## src/rtl/psrl_pkg.sv

```systemverilog
// ----------------------------------------------------------------------------
// Per-source rate limiter package
// Shared widths, codes and structures for the rate limiter modules.
// ----------------------------------------------------------------------------
package psrl_pkg;

  localparam int TABLE_ENTRIES = 16;
  localparam int IDX_W         = (TABLE_ENTRIES > 1) ? $clog2(TABLE_ENTRIES) : 1;
  localparam int CNT_W         = $clog2(TABLE_ENTRIES + 1);

  localparam int ADDR_W      = 32;
  localparam int TIME_W      = 32;
  localparam int COUNT_W     = 8;
  localparam int SLOT_W      = 4;
  localparam int MAXREQ_W    = 8;
  localparam int WIN_W       = 16;
  localparam int CFG_INDEX_W = 2;
  localparam int CFG_DATA_W  = 16;

  localparam logic [COUNT_W-1:0]    COUNT_MAX       = '1;
  localparam logic [MAXREQ_W-1:0]   MAX_REQ_RESET   = 8'd10;
  localparam logic [WIN_W-1:0]      WINDOW_RESET    = 16'd60;
  localparam logic [CNT_W-1:0]      TABLE_FULL      = CNT_W'(TABLE_ENTRIES);

  localparam logic [CFG_INDEX_W-1:0] REG_MAX_REQUESTS   = 2'd0;
  localparam logic [CFG_INDEX_W-1:0] REG_WINDOW_SECONDS = 2'd1;

  typedef enum logic [1:0] {
    VERDICT_KNOWN   = 2'd0,
    VERDICT_NEW     = 2'd1,
    VERDICT_LIMITED = 2'd2,
    VERDICT_FULL    = 2'd3
  } verdict_t;

  typedef enum logic [2:0] {
    ST_IDLE,
    ST_SCAN,
    ST_HIT,
    ST_UPDATE,
    ST_MISS,
    ST_EMIT
  } state_t;

  typedef struct packed {
    logic [ADDR_W-1:0]  address;
    logic [COUNT_W-1:0] count;
    logic [TIME_W-1:0]  window_start;
    logic               limited;
  } entry_t;

  typedef struct packed {
    logic             en;
    logic [IDX_W-1:0] idx;
    entry_t           entry;
  } tbl_wr_t;

  typedef struct packed {
    logic             en;
    logic [IDX_W-1:0] idx;
  } tbl_rd_t;

  typedef struct packed {
    logic [MAXREQ_W-1:0] max_requests;
    logic [WIN_W-1:0]    window_seconds;
  } cfg_t;

  typedef struct packed {
    verdict_t           verdict;
    logic [SLOT_W-1:0]  slot;
    logic [COUNT_W-1:0] count;
  } result_t;

endpackage

```

## src/rtl/per_source_rate_limiter.sv

```systemverilog
// ----------------------------------------------------------------------------
// Per-source rate limiter
// Fixed-window request limiter over a table of source addresses.
// ----------------------------------------------------------------------------
//  Channel   Direction  Handshake          Content
//  s_*       in         s_tvalid/s_tready  source_address, now_seconds
//  m_*       out        m_tvalid/m_tready  entry_slot, hit_count; verdict
//  cfg_*     in         cfg_valid/cfg_ready register index and data
//
//  A hit is found by the scan, then passes ST_HIT and ST_UPDATE; a miss scans
//  every entry in use, then passes ST_MISS; both results wait in ST_EMIT; the
//  table is compared one entry per cycle through its single read port.
//  Reset (synchronous, rst high) empties the table and restores the defaults.
//  The next request is taken in the cycle after the current result has moved into
//  the output register; m_tready low holds that result and then blocks s_tready.
// ----------------------------------------------------------------------------
module per_source_rate_limiter
  import psrl_pkg::*;
(
  input  logic                   clk,
  input  logic                   rst,
  input  logic                   s_tvalid,
  output logic                   s_tready,
  input  logic [63:0]            s_tdata,   // source_address[31:0], now_seconds[63:32]
  output logic                   m_tvalid,
  input  logic                   m_tready,
  output logic [15:0]            m_tdata,   // entry_slot[3:0], hit_count[11:4]
  output logic [1:0]             m_tuser,   // verdict[1:0]
  input  logic                   cfg_valid,
  output logic                   cfg_ready,
  input  logic [CFG_INDEX_W-1:0] cfg_index,
  input  logic [CFG_DATA_W-1:0]  cfg_data
);

  cfg_t    cfg;
  result_t res;
  result_t out_q;
  logic    res_valid;
  logic    res_ready;
  tbl_wr_t tbl_wr;
  tbl_rd_t tbl_rd;
  entry_t  tbl_data;

  assign cfg_ready = 1'b1;

  always_ff @(posedge clk) begin
    if (rst) begin
      cfg.max_requests   <= MAX_REQ_RESET;
      cfg.window_seconds <= WINDOW_RESET;
    end else if (cfg_valid) begin
      case (cfg_index)
        REG_MAX_REQUESTS:   cfg.max_requests   <= cfg_data[MAXREQ_W-1:0];
        REG_WINDOW_SECONDS: cfg.window_seconds <= cfg_data[WIN_W-1:0];
        default: begin
        end
      endcase
    end
  end

  psrl_ctrl u_ctrl (
    .clk        (clk),
    .rst        (rst),
    .in_valid   (s_tvalid),
    .in_ready   (s_tready),
    .in_address (s_tdata[31:0]),
    .in_now     (s_tdata[63:32]),
    .cfg        (cfg),
    .res_valid  (res_valid),
    .res_ready  (res_ready),
    .res        (res),
    .tbl_wr     (tbl_wr),
    .tbl_rd     (tbl_rd),
    .tbl_data   (tbl_data)
  );

  psrl_table u_table (
    .clk     (clk),
    .wr      (tbl_wr),
    .rd      (tbl_rd),
    .rd_data (tbl_data)
  );

  // Output register: a finished result waits here for the downstream side.
  assign res_ready = !m_tvalid || m_tready;

  always_ff @(posedge clk) begin
    if (rst) begin
      m_tvalid <= 1'b0;
    end else if (res_ready) begin
      m_tvalid <= res_valid;
    end
  end

  always_ff @(posedge clk) begin
    if (res_ready && res_valid) begin
      out_q <= res;
    end
  end

  assign m_tdata = {4'b0, out_q.count, out_q.slot};
  assign m_tuser = out_q.verdict;

endmodule

```

## src/rtl/psrl_table.sv

```systemverilog
// ----------------------------------------------------------------------------
// Source table
// One-write, one-read memory of source entries with a registered read port.
// ----------------------------------------------------------------------------
module psrl_table
  import psrl_pkg::*;
(
  input  logic    clk,
  input  tbl_wr_t wr,
  input  tbl_rd_t rd,
  output entry_t  rd_data
);

  entry_t mem [TABLE_ENTRIES];

  always_ff @(posedge clk) begin
    if (wr.en) begin
      mem[wr.idx] <= wr.entry;
    end
  end

  always_ff @(posedge clk) begin
    if (rd.en) begin
      rd_data <= mem[rd.idx];
    end
  end

endmodule

```

## src/rtl/psrl_ctrl.sv

```systemverilog
// ----------------------------------------------------------------------------
// Rate limiter sequencer
// Scans the table one entry per cycle, then updates or fills one entry unless the table is full.
// ----------------------------------------------------------------------------
module psrl_ctrl
  import psrl_pkg::*;
(
  input  logic              clk,
  input  logic              rst,
  input  logic              in_valid,
  output logic              in_ready,
  input  logic [ADDR_W-1:0] in_address,
  input  logic [TIME_W-1:0] in_now,
  input  cfg_t              cfg,
  output logic              res_valid,
  input  logic              res_ready,
  output result_t           res,
  output tbl_wr_t           tbl_wr,
  output tbl_rd_t           tbl_rd,
  input  entry_t            tbl_data
);

  state_t             state;
  state_t             state_next;
  logic [ADDR_W-1:0]  key;
  logic [TIME_W-1:0]  now;
  logic [CNT_W-1:0]   used;
  logic [CNT_W-1:0]   scan_idx;
  logic               pend;
  logic [IDX_W-1:0]   pend_idx;
  logic [IDX_W-1:0]   hit_idx;
  logic               expired;
  result_t            res_next;

  logic               more;
  logic               match;
  logic               issue;
  logic [TIME_W-1:0]  elapsed;
  logic [COUNT_W-1:0] cnt0;
  logic [COUNT_W-1:0] cnt1;
  logic               lim0;
  logic [TIME_W-1:0]  start0;
  logic               over;

  assign more  = (scan_idx < used);
  assign match = pend && (tbl_data.address == key);
  assign issue = (state == ST_SCAN) && more && !match;

  assign elapsed = now - tbl_data.window_start;

  // Entry values after a possible window restart.
  assign cnt0   = expired ? '0 : tbl_data.count;
  assign lim0   = expired ? 1'b0 : tbl_data.limited;
  assign start0 = expired ? now : tbl_data.window_start;
  assign cnt1   = (cnt0 == COUNT_MAX) ? cnt0 : COUNT_W'(cnt0 + 1'b1);
  assign over   = (cnt1 > COUNT_W'(cfg.max_requests));

  always_comb begin
    state_next = state;
    case (state)
      ST_IDLE: begin
        if (in_valid) begin
          state_next = ST_SCAN;
        end
      end
      ST_SCAN: begin
        if (match) begin
          state_next = ST_HIT;
        end else if (!pend && !more) begin
          state_next = ST_MISS;
        end
      end
      ST_HIT:    state_next = ST_UPDATE;
      ST_UPDATE: state_next = ST_EMIT;
      ST_MISS:   state_next = ST_EMIT;
      ST_EMIT: begin
        if (res_ready) begin
          state_next = ST_IDLE;
        end
      end
      default:   state_next = ST_IDLE;
    endcase
  end

  always_comb begin
    in_ready     = (state == ST_IDLE);
    res_valid    = (state == ST_EMIT);
    tbl_rd.en    = issue;
    tbl_rd.idx   = scan_idx[IDX_W-1:0];
    tbl_wr       = '0;
    res_next     = res;
    case (state)
      ST_UPDATE: begin
        tbl_wr.en                 = 1'b1;
        tbl_wr.idx                = hit_idx;
        tbl_wr.entry.address      = key;
        tbl_wr.entry.window_start = start0;
        res_next.slot             = SLOT_W'(hit_idx);
        if (lim0) begin
          tbl_wr.entry.count   = cnt0;
          tbl_wr.entry.limited = 1'b1;
          res_next.verdict     = VERDICT_LIMITED;
          res_next.count       = cnt0;
        end else begin
          tbl_wr.entry.count   = cnt1;
          tbl_wr.entry.limited = over;
          res_next.verdict     = over ? VERDICT_LIMITED : VERDICT_KNOWN;
          res_next.count       = cnt1;
        end
      end
      ST_MISS: begin
        if (used == TABLE_FULL) begin
          res_next.verdict = VERDICT_FULL;
          res_next.slot    = '0;
          res_next.count   = '0;
        end else begin
          tbl_wr.en                 = 1'b1;
          tbl_wr.idx                = used[IDX_W-1:0];
          tbl_wr.entry.address      = key;
          tbl_wr.entry.count        = COUNT_W'(1);
          tbl_wr.entry.window_start = now;
          tbl_wr.entry.limited      = 1'b0;
          res_next.verdict          = VERDICT_NEW;
          res_next.slot             = SLOT_W'(used);
          res_next.count            = COUNT_W'(1);
        end
      end
      default: begin
      end
    endcase
  end

  always_ff @(posedge clk) begin
    if (rst) begin
      state <= ST_IDLE;
      used  <= '0;
      pend  <= 1'b0;
    end else begin
      state <= state_next;
      pend  <= issue;
      if (state == ST_MISS && used != TABLE_FULL) begin
        used <= CNT_W'(used + 1'b1);
      end
    end
  end

  always_ff @(posedge clk) begin
    pend_idx <= scan_idx[IDX_W-1:0];
    if (state == ST_IDLE) begin
      key      <= in_address;
      now      <= in_now;
      scan_idx <= '0;
    end else if (issue) begin
      scan_idx <= CNT_W'(scan_idx + 1'b1);
    end
    if (match) begin
      hit_idx <= pend_idx;
    end
    if (state == ST_HIT) begin
      expired <= (elapsed > TIME_W'(cfg.window_seconds));
    end
    if (state == ST_UPDATE || state == ST_MISS) begin
      res <= res_next;
    end
  end

endmodule
```

## config.mk

```make
export PLATFORM = sky130hd
export DESIGN_NAME = per_source_rate_limiter
export DESIGN_NICKNAME = d
export VERILOG_FILES = /design/src/rtl/psrl_pkg.sv /design/src/rtl/per_source_rate_limiter.sv /design/src/rtl/psrl_table.sv /design/src/rtl/psrl_ctrl.sv
export SDC_FILE = /design/constraint.sdc
export NUM_CORES = 1
export LEC_CHECK = 0
export ABC_CLOCK_PERIOD_IN_PS = 5210
export BUFFER_PORTS_ARGS = -buffer_cell sky130_fd_sc_hd__buf_2
export CAP_MARGIN = 20
export CORE_MARGIN = 2
export CORE_UTILIZATION = 40
export CTS_CLUSTER_DIAMETER = 200
export DETAILED_ROUTE_END_ITERATION = 6
export SLEW_MARGIN = 10
export SYNTH_ARGS = -nofsm -noshare
export SYNTH_HDL_FRONTEND = slang
export SYNTH_SLANG_ARGS = --single-unit
```

## constraint.sdc

```tcl
create_clock -name clk -period 5.21 [get_ports clk]
set_input_delay 0 -clock clk [delete_from_list [all_inputs] [get_ports clk]]
set_output_delay 0 -clock clk [all_outputs]
set_load 0.01 [all_outputs]
```

==> results.md <==
* Status: finished, final reports clean
* Die Y-Extent at roughly 370 um
* Slew at the pin closest to its max-slew limit at 1130 ps
* Total Nets Final at a little over 3,000
* Clock skew at about 25 ps
* HPWL after DPL at 71,700 um
* Ports at roughly 110
* Yosys top cell area share at 0.737
* Post-Syn Area at about 54,000 sq um
* Async SR Flop Fraction at 0
* Clock Sinks at roughly 1,400
* WS Path Type: flop to flop
* Utilization after layout at 0.474
* Worst vdd ir at roughly 0.3 mV
* Initial core utilization at 0.403
* P_leak at 20.5 nW
* Synth top cells by count: edfxtp_1 (1,338), mux4_2 (365), nand2_1 (84), clkbuf_1 (82), nor2_1 (82)
* Initial DRC Count at 2,871
* Fin. max-slew vios at 0
* DR WL/cell at around 28 um
* Layout cells sized above 1 at 0.253
* Most common cell in the synthesized netlist: edfxtp_1
* Number of synthesized flops with an enable pin at between 1,000 and 1,500
* Critical path endpoint category: flop
* Fin crit period at approximately 4700 ps
* Final Cycle Share at 0.896
* Max Freq at about 0.21 GHz
* Dpl ws at 630 ps
* Largest family of logic cells by synthesized area: multiplexers
* Count of cell types in the netlist at 74
* Pre-antenna DRT Iters at 5
* Final Worst Setup Slack at around 540 ps
* GRT Util Overall at 0.192
* Crit-path cells: ha_1 > fa_1 > nand2b_1 > a21oi_1 > o21ai_0 > nand2_1 > a21o_1 > a21oi_1 > xnor2_1 > ha_1 > nand4_1 > or4_1 > a211oi_2 > nand3_1 > or4_1 > nor3_1 > o2111ai_1
* Delay-heaviest family, CP: simple AND/OR/NAND/NOR gates
* GPL Wtd Cong at roughly 0.89
* Root Buffer: clkbuf_16
* Worst-path clk slew at 60 ps
* Adder-Cell Fraction of Synth Area at 0.0148
* CTS Buf Count at about 140
* Layout area overhead at 17.7%
* DIE WIDTH at around 370 um
* Vias in the first global route at approximately 29,000
* Synth Area in Compound Gates at 0.0277
* Fillers at approximately 11,000
* Vias at about 27,000
* Ys flop type: edfxtp_1
* Num rows at 135
* ANT cells at 0
* Pin count of the biggest net entering global routing at 93
* Initial antenna violation count at 0
* # H-tree levels at 4
* Max-cap viol count at 0
* Total wire length at ~130,000 um
* Seq/Total Area, Yosys at 0.753
* RSZ-0062 raised after global routing: no
* Via density at around 5.6
* Area contributors post-synth: edfxtp_1 (74%), mux4_2 (15%), dfxtp_1 (1.6%)
* Avg Inst Size Synth at 20.9 sq um
* Final ANT Viol Nets at 0
* Final hold violation count at 0
* Critical path peak fanout at 3
* First-pass GRT wire length at slightly below 200,000 um
* Hold crit path type: input pin to flop
* Startpoint types: flop
* CTS max path bufs at 3
* Syn Inst Count at 2,603
* WP buf/inv at 0
* Post-Synth XOR/XNOR Area at 0.0103
* Max incr delay on CP at ~600 ps
* CTS tree: done
* Setup violations, final at 0
* Post-synthesis simple-gate area fraction at 0.0270
* Worst EP arrival at between 5000 and 6000 ps
* Die ar. at approximately 140,000 sq um
* Syn. warnings at 0
* Port Buffer Count at ~100
* Final instance area at ~64,000 sq um
* Max transition margin at 0.245
* Mux cell area share after synthesis at 0.153
* Post-DP Area at about 58,000 sq um
* CTS resizes at 0
* Power Density at ~370 nW/um^2
* DRC viols at 0
* Fin Setup TNS at 0 ps
* Total core area at approximately 140,000 sq um
* Slowest CP cell: or4_1
* Post-synthesis register bit count at roughly 1,400
* Worst-Skew Late Latency at approximately 770 ps
* GR Overflow Total at 0
* CP required at 5690 ps
* Largest area contributor in the netlist: edfxtp_1
==> cells by family (layout without fill, tap and decap cells) <==
family,after synthesis,in the layout
flip-flops,1381,1381
AND/OR/NAND/NOR,301,301
AO/OA/AOI/OAI,221,221
adder cells (fa/ha/maj),64,64
buffers and inverters,193,658
XOR/XNOR,64,64
multiplexers,377,377
other,2,5
==> worst register-to-register path, stage by stage (launching register included) <==
cell and delay [ps]:
edfxtp_1 400, ha_1 240, fa_1 410, nand2b_1 190
a21oi_1 240, o21ai_0 150, nand2_1 120, a21o_1 120
a21oi_1 80, xnor2_1 140, ha_1 310, nand4_1 120
or4_1 590, a211oi_2 240, nand3_1 90, or4_1 540
nor3_1 260, o2111ai_1 160
==> repair_timing <==
action / CTS / global route
hold buffers: 163 / 0
setup buffers: 0 / 0
hold endpoints to repair: 112 / 0
==> routing by layer <==
metal  track usage  part of all wire
met5             0                 0
met4        0.0481             0.019
met3        0.0292             0.059
met2         0.315              0.49
met1         0.271              0.43
==> layout make-up <==
class | count | area (sq um) | share of cell area
clock buffers | 173 | 3660 | 0.0570
clock inverters | 81 | 948 | 0.0148
inverters | 72 | 275 | 0.00429
multi-input cells | 1032 | 12900 | 0.201
flip-flops and latches | 1381 | 41100 | 0.640
well taps | 1781 | 2230 | 0.0347
repair buffers | 332 | 3110 | 0.0485
==> report_power, final <==
part / internal, mW / total (mW) / leakage [nW] / switching [mW]
clock: 5.88 / 10.1 / 2.24 / 4.24
combinational: 0.575 / 1.39 / 5.55 / 0.812
sequential: 12.4 / 12.5 / 12.7 / 0.110
total: 18.8 / 24.0 / 20.5 / 5.16
==> state kept, by name, summed over array words and instances (netlist names) <==
signal           cells
u_ctrl.expired       1
m_tdata             12
u_ctrl.used          5
u_ctrl.hit_idx       4
u_ctrl.state         3
m_tvalid             1
u_ctrl.now          32
u_table.rd_data     73
u_ctrl.res          14
u_ctrl.scan_idx      5
cfg                 24
m_tuser              2
u_ctrl.pend_idx      4
u_table.mem       1168
u_ctrl.pend          1
u_ctrl.key          32
==> through the flow <==
stage | power, mW | std cells | hold slack, ps
4_1_cts | 24.2 | 4849 | 4.25
2_1_floorplan | 13.6 | 2606 | 98.9
3_3_place_gp | 14.0 | 4432 | 180
6_report | 24.0 | 4852 | 46.8
5_1_grt | 24.8 | 4852 | 17.4
3_5_place_dp | 14.0 | 4432 | 179
==> cells in the final DEF (no fill, tap or decap), types with 39 or more instances in the layout <==
cell type      count
dlygate4sd3_1    163
clkbuf_16        140
inv_1             71
ha_1              63
nand2_1           84
mux4_2           365
xor2_1            42
dfxtp_1           39
a21oi_1           68
edfxtp_1        1338
and2_1            39
nor2_1            65
buf_2            102
==> worst paths after layout <==
kind                            from                 to  slack [ps]  cells past startpoint
hold / removal           s_tdata[45]     u_ctrl.now[13]          50                      2
setup / recovery  u_table.rd_data[1]     u_ctrl.expired         540                     17
hold reg to reg   u_ctrl.pend_idx[3]  u_ctrl.hit_idx[3]         400                      0
setup reg to reg  u_table.rd_data[1]     u_ctrl.expired         540                     17
No activity file was read; power rests on OpenSTA's default activity.
